$ cat src/hdl/cmf_pkg.sv
// Shared widths, codes and stage records for the cube map face texel addresser.
// Used by the channel interfaces and by every module of the block.
// No dependencies.
package cmf_pkg;

	// Field widths.
	localparam int DIR_W      = 16;
	localparam int MAG_W      = 16;
	localparam int SUM_W      = 17;
	localparam int DEN_W      = 17;
	localparam int SIZE_W     = 13;
	localparam int CNT_W      = 3;
	localparam int FETCH_W    = 2;
	localparam int FACE_W     = 3;
	localparam int COORD_W    = 12;
	localparam int QUOT_W     = 13;
	localparam int NUM_W      = SIZE_W + SUM_W;
	localparam int PROD_W     = COORD_W + SIZE_W;
	localparam int OFS_W      = 26;
	localparam int CFG_IDX_W  = 1;
	localparam int CFG_DATA_W = 13;

	// Largest face size the block addresses; larger writes are clamped.
	localparam int MAX_FACE_SIZE = 4096;

	// Reset values of the configuration registers.
	localparam logic [SIZE_W-1:0] SIZE_RESET   = SIZE_W'(512);
	localparam logic [CNT_W-1:0]  STRIDE_RESET = CNT_W'(3);

	// Configuration register indexes.
	typedef enum logic [CFG_IDX_W-1:0] {
		REG_FACE_SIZE     = 1'b0,
		REG_CHANNEL_COUNT = 1'b1
	} cfg_reg_t;

	// Cube faces.
	typedef enum logic [FACE_W-1:0] {
		FACE_POS_X = 3'd0,
		FACE_NEG_X = 3'd1,
		FACE_POS_Y = 3'd2,
		FACE_NEG_Y = 3'd3,
		FACE_POS_Z = 3'd4,
		FACE_NEG_Z = 3'd5
	} face_t;

	// Channels to fetch.
	localparam logic [FETCH_W-1:0] FETCH_NONE  = 2'd0;
	localparam logic [FETCH_W-1:0] FETCH_ONE   = 2'd1;
	localparam logic [FETCH_W-1:0] FETCH_THREE = 2'd3;

	// Configuration as seen by the datapath.
	typedef struct packed {
		logic [SIZE_W-1:0]  size;
		logic [CNT_W-1:0]   stride;
		logic [FETCH_W-1:0] fetch;
	} cfg_t;

	// Face selection result.
	typedef struct packed {
		face_t              face;
		logic [MAG_W-1:0]   mag;
		logic [SUM_W-1:0]   sum_u;
		logic [SUM_W-1:0]   sum_v;
	} sel_t;

	// Division step record: shared divisor, two remainders, two quotients.
	typedef struct packed {
		face_t              face;
		logic [DEN_W-1:0]   den;
		logic [NUM_W-1:0]   rem_u;
		logic [NUM_W-1:0]   rem_v;
		logic [QUOT_W-1:0]  q_u;
		logic [QUOT_W-1:0]  q_v;
	} div_t;

	// Saturated coordinates and the row base product.
	typedef struct packed {
		face_t              face;
		logic [COORD_W-1:0] row;
		logic [COORD_W-1:0] col;
		logic [PROD_W-1:0]  prod;
	} addr_t;

endpackage

$ cat src/hdl/cmf_if.sv
// Valid/ready channels of the cube map face texel addresser: direction words in,
// texel address words out, and configuration writes. Depends on cmf_pkg.

interface cmf_dir_if;
	import cmf_pkg::*;
	logic                    valid;
	logic                    ready;
	logic signed [DIR_W-1:0] dir_x;
	logic signed [DIR_W-1:0] dir_y;
	logic signed [DIR_W-1:0] dir_z;
	modport source(output valid, output dir_x, output dir_y, output dir_z, input ready);
	modport sink(input valid, input dir_x, input dir_y, input dir_z, output ready);
endinterface

interface cmf_tex_if;
	import cmf_pkg::*;
	logic               valid;
	logic               ready;
	logic [FACE_W-1:0]  face;
	logic [COORD_W-1:0] row;
	logic [COORD_W-1:0] column;
	logic [OFS_W-1:0]   element_offset;
	logic [FETCH_W-1:0] fetch_channels;
	modport source(output valid, output face, output row, output column,
		output element_offset, output fetch_channels, input ready);
	modport sink(input valid, input face, input row, input column,
		input element_offset, input fetch_channels, output ready);
endinterface

interface cmf_cfg_if;
	import cmf_pkg::*;
	logic                  valid;
	logic                  ready;
	logic [CFG_IDX_W-1:0]  index;
	logic [CFG_DATA_W-1:0] data;
	modport source(output valid, output index, output data, input ready);
	modport sink(input valid, input index, input data, output ready);
endinterface

$ cat src/hdl/cmf_cfg.sv
// Configuration registers: face size and channel count, kept in clamped form
// together with the fetch code. Depends on cmf_pkg and cmf_if.
module cmf_cfg (
	input  logic           clk,
	input  logic           arst_n,
	cmf_cfg_if.sink        cfg,
	output cmf_pkg::cfg_t  cfg_out
);
	import cmf_pkg::*;

	logic [SIZE_W-1:0]  size_q, size_new;
	logic [CNT_W-1:0]   stride_q, stride_new, cnt;
	logic [FETCH_W-1:0] fetch_q, fetch_new;

	// Writes are always taken.
	assign cfg.ready = 1'b1;
	assign cnt       = cfg.data[CNT_W-1:0];

	// Clamp the face size and the stride, and decode the fetch count.
	always_comb begin
		size_new = cfg.data[SIZE_W-1:0];
		if (size_new == '0) begin
			size_new = SIZE_W'(1);
		end else if (int'(size_new) > MAX_FACE_SIZE) begin
			size_new = SIZE_W'(MAX_FACE_SIZE);
		end
		stride_new = cnt;
		if (cnt == '0) begin
			stride_new = CNT_W'(1);
		end else if (cnt > CNT_W'(4)) begin
			stride_new = CNT_W'(4);
		end
		unique case (cnt)
			CNT_W'(1): fetch_new = FETCH_ONE;
			CNT_W'(3), CNT_W'(4): fetch_new = FETCH_THREE;
			default: fetch_new = FETCH_NONE;
		endcase
	end

	// Register file.
	always_ff @(posedge clk or negedge arst_n) begin
		if (!arst_n) begin
			size_q   <= SIZE_RESET;
			stride_q <= STRIDE_RESET;
			fetch_q  <= FETCH_THREE;
		end else if (cfg.valid) begin
			unique case (cfg_reg_t'(cfg.index))
				REG_FACE_SIZE: begin
					size_q <= size_new;
				end
				REG_CHANNEL_COUNT: begin
					stride_q <= stride_new;
					fetch_q  <= fetch_new;
				end
			endcase
		end
	end

	assign cfg_out.size   = size_q;
	assign cfg_out.stride = stride_q;
	assign cfg_out.fetch  = fetch_q;

endmodule

$ cat src/hdl/cmf_front.sv
// Front end: picks the major axis and face, forms the two projected sums, then
// scales them by the face size to make the dividends. Depends on cmf_pkg.
module cmf_front (
	input  logic                               clk,
	input  logic [1:0]                         en,
	input  logic signed [cmf_pkg::DIR_W-1:0]   dir_x,
	input  logic signed [cmf_pkg::DIR_W-1:0]   dir_y,
	input  logic signed [cmf_pkg::DIR_W-1:0]   dir_z,
	input  logic [cmf_pkg::SIZE_W-1:0]         size,
	output cmf_pkg::div_t                      num_out
);
	import cmf_pkg::*;

	logic signed [DIR_W:0]   xe, ye, ze;
	logic [MAG_W-1:0]        ax, ay, az, a;
	logic signed [DIR_W-1:0] mu, mv;
	logic                    pu, pv;
	face_t                   face;
	logic signed [DIR_W+1:0] ae, mue, mve, tu, tv;
	logic [NUM_W-1:0]        nu, nv;
	sel_t                    sel, sel_s1;
	div_t                    num_s2;

	// Magnitudes; the most negative code becomes 2^15.
	assign xe = {dir_x[DIR_W-1], dir_x};
	assign ye = {dir_y[DIR_W-1], dir_y};
	assign ze = {dir_z[DIR_W-1], dir_z};
	assign ax = xe[DIR_W] ? MAG_W'(-xe) : MAG_W'(xe);
	assign ay = ye[DIR_W] ? MAG_W'(-ye) : MAG_W'(ye);
	assign az = ze[DIR_W] ? MAG_W'(-ze) : MAG_W'(ze);

	// Face choice: ties go to x, then y. The all-zero vector uses a unit
	// magnitude (a divisor of 2) and unit sums, which lands on the face center.
	always_comb begin
		face = FACE_POS_X;
		a    = MAG_W'(1);
		mu   = '0;
		mv   = '0;
		pu   = 1'b1;
		pv   = 1'b1;
		priority if (ax == '0 && ay == '0 && az == '0) begin
			face = FACE_POS_X;
		end else if (ax >= ay && ax >= az) begin
			a    = ax;
			face = dir_x[DIR_W-1] ? FACE_NEG_X : FACE_POS_X;
			mu   = dir_z;
			pu   = dir_x[DIR_W-1];
			mv   = dir_y;
			pv   = 1'b0;
		end else if (ay >= az) begin
			a    = ay;
			face = dir_y[DIR_W-1] ? FACE_NEG_Y : FACE_POS_Y;
			mu   = dir_x;
			pu   = 1'b1;
			mv   = dir_z;
			pv   = !dir_y[DIR_W-1];
		end else begin
			a    = az;
			face = dir_z[DIR_W-1] ? FACE_NEG_Z : FACE_POS_Z;
			mu   = dir_x;
			pu   = !dir_z[DIR_W-1];
			mv   = dir_y;
			pv   = 1'b0;
		end
	end

	// Sums |M| +/- minor, never negative since the minor is not larger.
	assign ae  = $signed({2'b00, a});
	assign mue = {{2{mu[DIR_W-1]}}, mu};
	assign mve = {{2{mv[DIR_W-1]}}, mv};
	assign tu  = pu ? ae + mue : ae - mue;
	assign tv  = pv ? ae + mve : ae - mve;

	assign sel.face  = face;
	assign sel.mag   = a;
	assign sel.sum_u = SUM_W'(tu);
	assign sel.sum_v = SUM_W'(tv);

	// Stage 1 register.
	always_ff @(posedge clk) begin
		if (en[0]) begin
			sel_s1 <= sel;
		end
	end

	// Dividends: face size times each sum.
	assign nu = {{(NUM_W-SUM_W){1'b0}}, sel_s1.sum_u} * {{(NUM_W-SIZE_W){1'b0}}, size};
	assign nv = {{(NUM_W-SUM_W){1'b0}}, sel_s1.sum_v} * {{(NUM_W-SIZE_W){1'b0}}, size};

	// Stage 2 register; the divisor is twice the major magnitude.
	always_ff @(posedge clk) begin
		if (en[1]) begin
			num_s2.face  <= sel_s1.face;
			num_s2.den   <= {sel_s1.mag, 1'b0};
			num_s2.rem_u <= nu;
			num_s2.rem_v <= nv;
			num_s2.q_u   <= '0;
			num_s2.q_v   <= '0;
		end
	end

	assign num_out = num_s2;

endmodule

$ cat src/hdl/cmf_div.sv
// Pipelined restoring divider: one quotient bit per stage for both coordinates,
// which share one divisor. Depends on cmf_pkg.
module cmf_div (
	input  logic                        clk,
	input  logic [cmf_pkg::QUOT_W-1:0]  en,
	input  cmf_pkg::div_t               din,
	output cmf_pkg::div_t               dout
);
	import cmf_pkg::*;

	div_t stg_s [QUOT_W];

	// Stage j settles quotient bit QUOT_W-1-j, most significant first.
	for (genvar j = 0; j < QUOT_W; j++) begin : g_step
		localparam int B = QUOT_W - 1 - j;
		div_t             cur, nxt;
		logic [NUM_W-1:0] trial;

		if (j == 0) begin : g_first
			assign cur = din;
		end else begin : g_next
			assign cur = stg_s[j-1];
		end

		assign trial = {{(NUM_W-DEN_W){1'b0}}, cur.den} << B;

		// Trial subtraction on both remainders.
		always_comb begin
			nxt = cur;
			if (cur.rem_u >= trial) begin
				nxt.rem_u  = cur.rem_u - trial;
				nxt.q_u[B] = 1'b1;
			end
			if (cur.rem_v >= trial) begin
				nxt.rem_v  = cur.rem_v - trial;
				nxt.q_v[B] = 1'b1;
			end
		end

		always_ff @(posedge clk) begin
			if (en[j]) begin
				stg_s[j] <= nxt;
			end
		end
	end

	assign dout = stg_s[QUOT_W-1];

endmodule

$ cat src/hdl/cmf_addr.sv
// Back end: saturates the quotients to the face, then forms the element offset
// (row*size+column)*stride. Depends on cmf_pkg.
module cmf_addr (
	input  logic                          clk,
	input  logic [1:0]                    en,
	input  cmf_pkg::div_t                 din,
	input  cmf_pkg::cfg_t                 cfg,
	output logic [cmf_pkg::FACE_W-1:0]    face,
	output logic [cmf_pkg::COORD_W-1:0]   row,
	output logic [cmf_pkg::COORD_W-1:0]   column,
	output logic [cmf_pkg::OFS_W-1:0]     element_offset,
	output logic [cmf_pkg::FETCH_W-1:0]   fetch_channels
);
	import cmf_pkg::*;

	logic [SIZE_W-1:0]  lim;
	logic [QUOT_W-1:0]  su, sv;
	logic [COORD_W-1:0] ru;
	logic [PROD_W-1:0]  base;
	logic [PROD_W-1:0]  lin;
	logic [OFS_W-1:0]   ofs;
	addr_t              sat_s16;
	face_t              face_s17;
	logic [COORD_W-1:0] row_s17, col_s17;
	logic [OFS_W-1:0]   ofs_s17;
	logic [FETCH_W-1:0] fetch_s17;

	// A coordinate that reaches the face size falls back to its last texel.
	assign lim  = cfg.size - SIZE_W'(1);
	assign su   = (din.q_u > lim) ? lim : din.q_u;
	assign sv   = (din.q_v > lim) ? lim : din.q_v;
	assign ru   = COORD_W'(su);
	assign base = {{(PROD_W-COORD_W){1'b0}}, ru} * {{(PROD_W-SIZE_W){1'b0}}, cfg.size};

	always_ff @(posedge clk) begin
		if (en[0]) begin
			sat_s16.face <= din.face;
			sat_s16.row  <= ru;
			sat_s16.col  <= COORD_W'(sv);
			sat_s16.prod <= base;
		end
	end

	// Add the column and scale by the channel stride.
	assign lin = sat_s16.prod + {{(PROD_W-COORD_W){1'b0}}, sat_s16.col};
	assign ofs = {{(OFS_W-PROD_W){1'b0}}, lin} * {{(OFS_W-CNT_W){1'b0}}, cfg.stride};

	always_ff @(posedge clk) begin
		if (en[1]) begin
			face_s17  <= sat_s16.face;
			row_s17   <= sat_s16.row;
			col_s17   <= sat_s16.col;
			ofs_s17   <= ofs;
			fetch_s17 <= cfg.fetch;
		end
	end

	assign face           = face_s17;
	assign row            = row_s17;
	assign column         = col_s17;
	assign element_offset = ofs_s17;
	assign fetch_channels = fetch_s17;

endmodule

$ cat src/hdl/cube_map_face_texel_address_top.sv
// Cube map face selection and texel addressing, top level.
// Channels: dir takes one direction word (dir_x, dir_y, dir_z, signed Q1.15);
// texel returns one word per direction: face 0..5, row, column, the element
// offset (row*size+column)*channels and the number of channels to fetch.
// cfg writes registers: index 0 is the face size, index 1 the channel count.
// Write cfg only while no direction word is in flight; writes are always taken.
// Path from an accepted direction to its texel word: two front stages (face
// choice, then dividend multiply), 13 divider stages (one quotient bit each)
// and two address stages. With texel.ready high, one word per cycle is sustained.
// Each stage holds a valid bit and advances when the stage after it is empty
// or moving, so a stalled receiver holds its word while empty stages upstream
// keep filling; dir.ready falls only once the whole pipeline is full.
// Reset empties the pipeline and sets face size 512 and channel count 3.
// Depends on cmf_pkg, cmf_if, cmf_cfg, cmf_front, cmf_div and cmf_addr.
module cube_map_face_texel_address_top (
	input  logic     clk,
	input  logic     arst_n,
	cmf_cfg_if.sink  cfg,
	cmf_dir_if.sink  dir,
	cmf_tex_if.source texel
);
	import cmf_pkg::*;

	localparam int NSTG = 2 + QUOT_W + 2;

	logic [NSTG-1:0] vld_q, en;
	cfg_t            cfg_cur;
	div_t            num, quot;

	// Stage enables: a stage loads when it is empty or its word moves on.
	always_comb begin
		en[NSTG-1] = !vld_q[NSTG-1] || texel.ready;
		for (int k = NSTG - 2; k >= 0; k--) begin
			en[k] = !vld_q[k] || en[k+1];
		end
	end

	// Valid bits travel with the data.
	always_ff @(posedge clk or negedge arst_n) begin
		if (!arst_n) begin
			vld_q <= '0;
		end else begin
			if (en[0]) begin
				vld_q[0] <= dir.valid;
			end
			for (int k = 1; k < NSTG; k++) begin
				if (en[k]) begin
					vld_q[k] <= vld_q[k-1];
				end
			end
		end
	end

	assign dir.ready   = en[0];
	assign texel.valid = vld_q[NSTG-1];

	cmf_cfg u_cfg (
		.clk     (clk),
		.arst_n  (arst_n),
		.cfg     (cfg),
		.cfg_out (cfg_cur)
	);

	cmf_front u_front (
		.clk     (clk),
		.en      (en[1:0]),
		.dir_x   (dir.dir_x),
		.dir_y   (dir.dir_y),
		.dir_z   (dir.dir_z),
		.size    (cfg_cur.size),
		.num_out (num)
	);

	cmf_div u_div (
		.clk  (clk),
		.en   (en[QUOT_W+1:2]),
		.din  (num),
		.dout (quot)
	);

	cmf_addr u_addr (
		.clk            (clk),
		.en             (en[NSTG-1:NSTG-2]),
		.din            (quot),
		.cfg            (cfg_cur),
		.face           (texel.face),
		.row            (texel.row),
		.column         (texel.column),
		.element_offset (texel.element_offset),
		.fetch_channels (texel.fetch_channels)
	);

endmodule

$ cat src/flat_wrapper.sv
// flat-port wrapper written by rule: the top's interface ports become plain ports
module cube_map_face_texel_address_top_flat import cmf_pkg::*;
  (clk, arst_n, cfg_valid, cfg_index, cfg_data, cfg_ready, dir_valid, dir_dir_x, dir_dir_y, dir_dir_z, dir_ready, texel_valid, texel_face, texel_row, texel_column, texel_element_offset, texel_fetch_channels, texel_ready);
  cmf_cfg_if cfg_i ();
  cmf_dir_if dir_i ();
  cmf_tex_if texel_i ();
  input  logic clk;
  input  logic arst_n;
  input wire logic [$bits(cfg_i.valid)-1:0] cfg_valid;
  input wire logic [$bits(cfg_i.index)-1:0] cfg_index;
  input wire logic [$bits(cfg_i.data)-1:0] cfg_data;
  output wire logic [$bits(cfg_i.ready)-1:0] cfg_ready;
  input wire logic [$bits(dir_i.valid)-1:0] dir_valid;
  input wire logic [$bits(dir_i.dir_x)-1:0] dir_dir_x;
  input wire logic [$bits(dir_i.dir_y)-1:0] dir_dir_y;
  input wire logic [$bits(dir_i.dir_z)-1:0] dir_dir_z;
  output wire logic [$bits(dir_i.ready)-1:0] dir_ready;
  output wire logic [$bits(texel_i.valid)-1:0] texel_valid;
  output wire logic [$bits(texel_i.face)-1:0] texel_face;
  output wire logic [$bits(texel_i.row)-1:0] texel_row;
  output wire logic [$bits(texel_i.column)-1:0] texel_column;
  output wire logic [$bits(texel_i.element_offset)-1:0] texel_element_offset;
  output wire logic [$bits(texel_i.fetch_channels)-1:0] texel_fetch_channels;
  input wire logic [$bits(texel_i.ready)-1:0] texel_ready;
  assign cfg_i.valid = cfg_valid;
  assign cfg_i.index = cfg_index;
  assign cfg_i.data = cfg_data;
  assign cfg_ready = cfg_i.ready;
  assign dir_i.valid = dir_valid;
  assign dir_i.dir_x = dir_dir_x;
  assign dir_i.dir_y = dir_dir_y;
  assign dir_i.dir_z = dir_dir_z;
  assign dir_ready = dir_i.ready;
  assign texel_valid = texel_i.valid;
  assign texel_face = texel_i.face;
  assign texel_row = texel_i.row;
  assign texel_column = texel_i.column;
  assign texel_element_offset = texel_i.element_offset;
  assign texel_fetch_channels = texel_i.fetch_channels;
  assign texel_i.ready = texel_ready;
  cube_map_face_texel_address_top u_core (.clk(clk), .arst_n(arst_n), .cfg(cfg_i), .dir(dir_i), .texel(texel_i));
endmodule
$ cat config.mk
export PLATFORM = sky130hd
export DESIGN_NAME = cube_map_face_texel_address_top_flat
export DESIGN_NICKNAME = d
export VERILOG_FILES = /design/src/hdl/cmf_pkg.sv /design/src/hdl/cmf_if.sv /design/src/hdl/cmf_cfg.sv /design/src/hdl/cmf_front.sv /design/src/hdl/cmf_div.sv /design/src/hdl/cmf_addr.sv /design/src/hdl/cube_map_face_texel_address_top.sv /design/src/flat_wrapper.sv
export SDC_FILE = /design/constraint.sdc
export NUM_CORES = 2
export LEC_CHECK = 0
export BUFFER_PORTS_ARGS = -buffer_cell sky130_fd_sc_hd__buf_2
export CAP_MARGIN = 25
export CELL_PAD_IN_SITES_DETAIL_PLACEMENT = 1
export CELL_PAD_IN_SITES_GLOBAL_PLACEMENT = 2
export CORE_ASPECT_RATIO = 0.5
export CORE_UTILIZATION = 41
export CTS_BUF_LIST = sky130_fd_sc_hd__clkbuf_2 sky130_fd_sc_hd__clkbuf_4 sky130_fd_sc_hd__clkbuf_8
export DETAILED_ROUTE_END_ITERATION = 7
export GPL_TIMING_DRIVEN = 0
export MAX_ROUTING_LAYER = met4
export PLACE_DENSITY_LB_ADDON = 0.1
export SETUP_SLACK_MARGIN = 0.5
export SLEW_MARGIN = 20
export SYNTH_ARGS = -nofsm -noshare
export SYNTH_HDL_FRONTEND = slang
export SYNTH_SLANG_ARGS = --single-unit
$ cat constraint.sdc
create_clock -name clk -period 8.65 [get_ports clk]
set_clock_uncertainty 0.15 [all_clocks]
set_input_delay 0.865 -clock clk [delete_from_list [all_inputs] [get_ports clk]]
set_output_delay 0.865 -clock clk [all_outputs]
set_load 0.005 [all_outputs]
==> results.tsv <==
stage	metric	value	unit
outcome	status	finished, final reports clean	
critical_path	arrival	9.14	ns
clock_network	cts_tree	yes	
timing	hold_violations	0	
die	dieWidth	690	um
critical_path	cp_max_fo	5	
timing	fin_setup_tns	0	ns
grt	grt_pass1_vias	73000	
logic_synthesis	syn_avg_cell_area	10.7	sq um
clock_network	cts.path.max_buffers	4	
grt	grt_overflow_total	0	
clock_network	clock_sinks	1407	
timing	fmax	118	MHz
logic_synthesis	synthArstFlopShare	0.0249	
routing	vias_per_cell	5.41	
routing	drc	0	
timing	slew_violations	0	
min_path	hold_path_class	in -> reg	
logic_synthesis	ys_ff_latch	1407	
finish	final_common_cell	edfxtp_1	
logic_synthesis	synth_edf_count	1372	
critical_path	critPathKind	reg -> reg	
logic_synthesis	synthAdderAreaFrac	0.201	
die	rows	125	
finish	area_growth	12.2	%
logic_synthesis	ys.flop_type	edfxtp_1	
clock_network	cts-root-buf	clkbuf_8	
logic_synthesis	synth_cells	9082	
job	max_cap_violations	0	
routing	drt-total-wl	322000	um
critical_path	path_common_cell	fa_1	
routing	via_count	69400	
clock_network	clk_latency	1.01	ns
placed_design	dp_hpwl	263000	um
logic_synthesis	synth_compound_area_frac	0.105	
critical_path	r2r_start	u_core.u_cfg.size_q[8]	
die	initial_core_util	0.415	
logic_synthesis	synth_top_family_by_area	adder cells	
die	ios	125	
timing	rsz0062_at_grt	yes	
timing	tightest_slew	1.15	ns
placed_design	gp_congestion	0.937	
placed_design	io_buffers	106	
finish	fin_nets	10900	
timing	fin_crit	8.51	ns
logic_synthesis	synth_xor_xnor_area_share	0.0571	
grt	grt_pass1_wl	477000	um
logic_synthesis	ys_warn_count	0	
critical_path	r2r_slack	0.14	ns
critical_path	slowest_delay	0.66	ns
die	die_area	239000	sq um
critical_path	cp-end-kind	register	
routing	drt_iter0_drc	4337	
timing	finalSetupViolations	0	
critical_path	start_kind	register	
grt	grt_max_degree	80	
grt	grt_antenna_before_repair	15	
logic_synthesis	syn_area	97000	sq um
routing	first_pass_iters	7	
critical_path	reg2reg_to	u_core.u_addr.sat_s16[23]	
finish	drive_gt1_frac	0.101	
die	coreArea	234000	sq um
critical_path	cp.required	9.28	ns
critical_path	crit_start	u_core.u_cfg.size_q[8]	
die	die_h	346	um
placed_design	post-place-cells	12300	
routing	wl_per_cell	25.1	um
logic_synthesis	synth.area.mux_share	0.0157	
routing	drtAntennaViolNets	0	
logic_synthesis	synthesis.nets	10400	
clock_network	numCtsBuffers	219	
critical_path	cp_slowest_cell	or4_1	
critical_path	crit_end	u_core.u_addr.sat_s16[23]	
grt	grt_use_total	0.276	
clock_network	htreeDepth	4	
critical_path	r2r_cells	29	
timing	period_share	0.984	
logic_synthesis	synth_cell_types	91	
finish	final_cell_mix	1,372 x edfxtp_1, 1,013 x nand2_1, 958 x inv_1, 761 x ha_1, 487 x fa_1	
logic_synthesis	yosysSeqAreaShare	0.434	
clock_network	cts.clk_slew.worst_paths	0.07	ns
logic_synthesis	synthSimpleGateAreaFrac	0.138	
finish	final_cells	12800	
finish	fill_cells	25600	
timing	slew_headroom	0.230	
## metrics by stage
stage	worst slack [ns]	hold WS [ns]	cell area, sq um	utilization
CTS	0.361	0.0567	108000	0.463
floorplan	0.430	0.250	97000	-
finish	0.141	0.103	109000	0.466
detailed placement	-2.29	0.255	102000	0.437
global placement	-3.96	0.251	101000	0.434
global route	-0.0631	0.0750	109000	0.466
## synth_stat cells, types with 87 or more instances
| master | count | area (sq um) |
|---|---|---|
| inv_1 | 989 | 3710 |
| a21oi_1 | 469 | 2350 |
| and2_1 | 233 | 1460 |
| clkbuf_1 | 242 | 908 |
| nand2_1 | 1023 | 3840 |
| nand3_1 | 125 | 626 |
| edfxtp_1 | 1372 | 41200 |
| nor2_1 | 486 | 1820 |
| a21o_1 | 153 | 1150 |
| nor3_1 | 174 | 871 |
| fa_1 | 491 | 9830 |
| xnor2_1 | 363 | 3180 |
| ha_1 | 774 | 9680 |
| nand2b_1 | 122 | 763 |
| o21ai_0 | 443 | 2220 |
| xor2_1 | 269 | 2360 |
| nor4_1 | 87 | 544 |
## worst min path at each step
stage	start	to	slack (ns)	depth (start not counted)
2_1_floorplan	u_core.u_addr.sat_s16[49]	u_core.u_addr.face[0]	0.25	0
3_3_place_gp	u_core.u_front.sel_s1[40]	u_core.u_front.num_out[93]	0.25	0
3_5_place_dp	u_core.u_front.sel_s1[39]	u_core.u_front.num_out[92]	0.26	0
4_1_cts	dir_valid	u_core.vld_q[0]	0.06	2
5_1_grt	dir_valid	u_core.vld_q[0]	0.08	2
6_report	dir_valid	u_core.vld_q[0]	0.10	2
## what timing repair did
| item | CTS | global route |
|---|---|---|
| buffers inserted | 58 | 29 |
| gates resized for setup | 173 | 124 |
| setup endpoints to repair | 47 | 27 |
| pin swaps | 46 | 62 |
| cloned | 1 | 0 |
| hold buffers | 2 | 0 |
| endpoints found under the hold margin | 31 | 0 |
## worst max-delay path: cells and delay by family, from the launching register on
kind                     cells  cell delay, ns
XOR/XNOR                     2            0.54
buffers and inverters        7            0.92
multiplexers                 1            0.37
AND/OR/NAND/NOR              5            1.29
flip-flops                   1            0.53
AO/OA/AOI/OAI                7            1.34
adder cells (fa/ha/maj)      7            3.19
## registers in the layout, indices dropped and copies added (netlist names)
name and flops:
u_core.u_addr.row 12, u_core.u_front.num_out 79, u_core.u_addr.fetch_channels 2, u_core.u_cfg.fetch_q 2
u_core.u_addr.element_offset 26, u_core.u_front.sel_s1 53, u_core.u_addr.column 12, u_core.u_addr.face 3
u_core.u_cfg.stride_q 3, u_core.vld_q 17, u_core.u_addr.sat_s16 52, u_core.u_div.stg_s 1133
u_core.u_cfg.size_q 13
## area by class of cell
cell class	count	area [sq um]	share of cell area
antenna	16	40.0	0.000368
buffer	275	1280	0.0118
multi-input combinational	6410	51200	0.471
clock inverter	103	960	0.00882
inverter	990	3760	0.0345
clock buffer	296	3710	0.0341
sequential	1407	42100	0.387
timing repair buffer	223	1840	0.0169
tap	3111	3890	0.0358
## cell families (layout without fill, tap and decap cells)
group / Yosys count / after routing
and+or+nand+nor: 2739 / 2739
AOI/OAI and AO/OA: 1628 / 1628
DFF: 1407 / 1407
adders and majority gates: 1268 / 1268
buffers and inverters: 1265 / 1887
xor gates and xnor gates: 632 / 632
muxes: 142 / 142
other: 1 / 17
## per-layer routing
layer,part of all wire,global-route usage
met1,0.44,0.350
met4,0.044,0.104
met2,0.48,0.459
met3,0.037,0.0283
met5,0,-
Power is not shown: default switching activity piles up to over one toggle a cycle in this logic, so the estimate is an artifact.
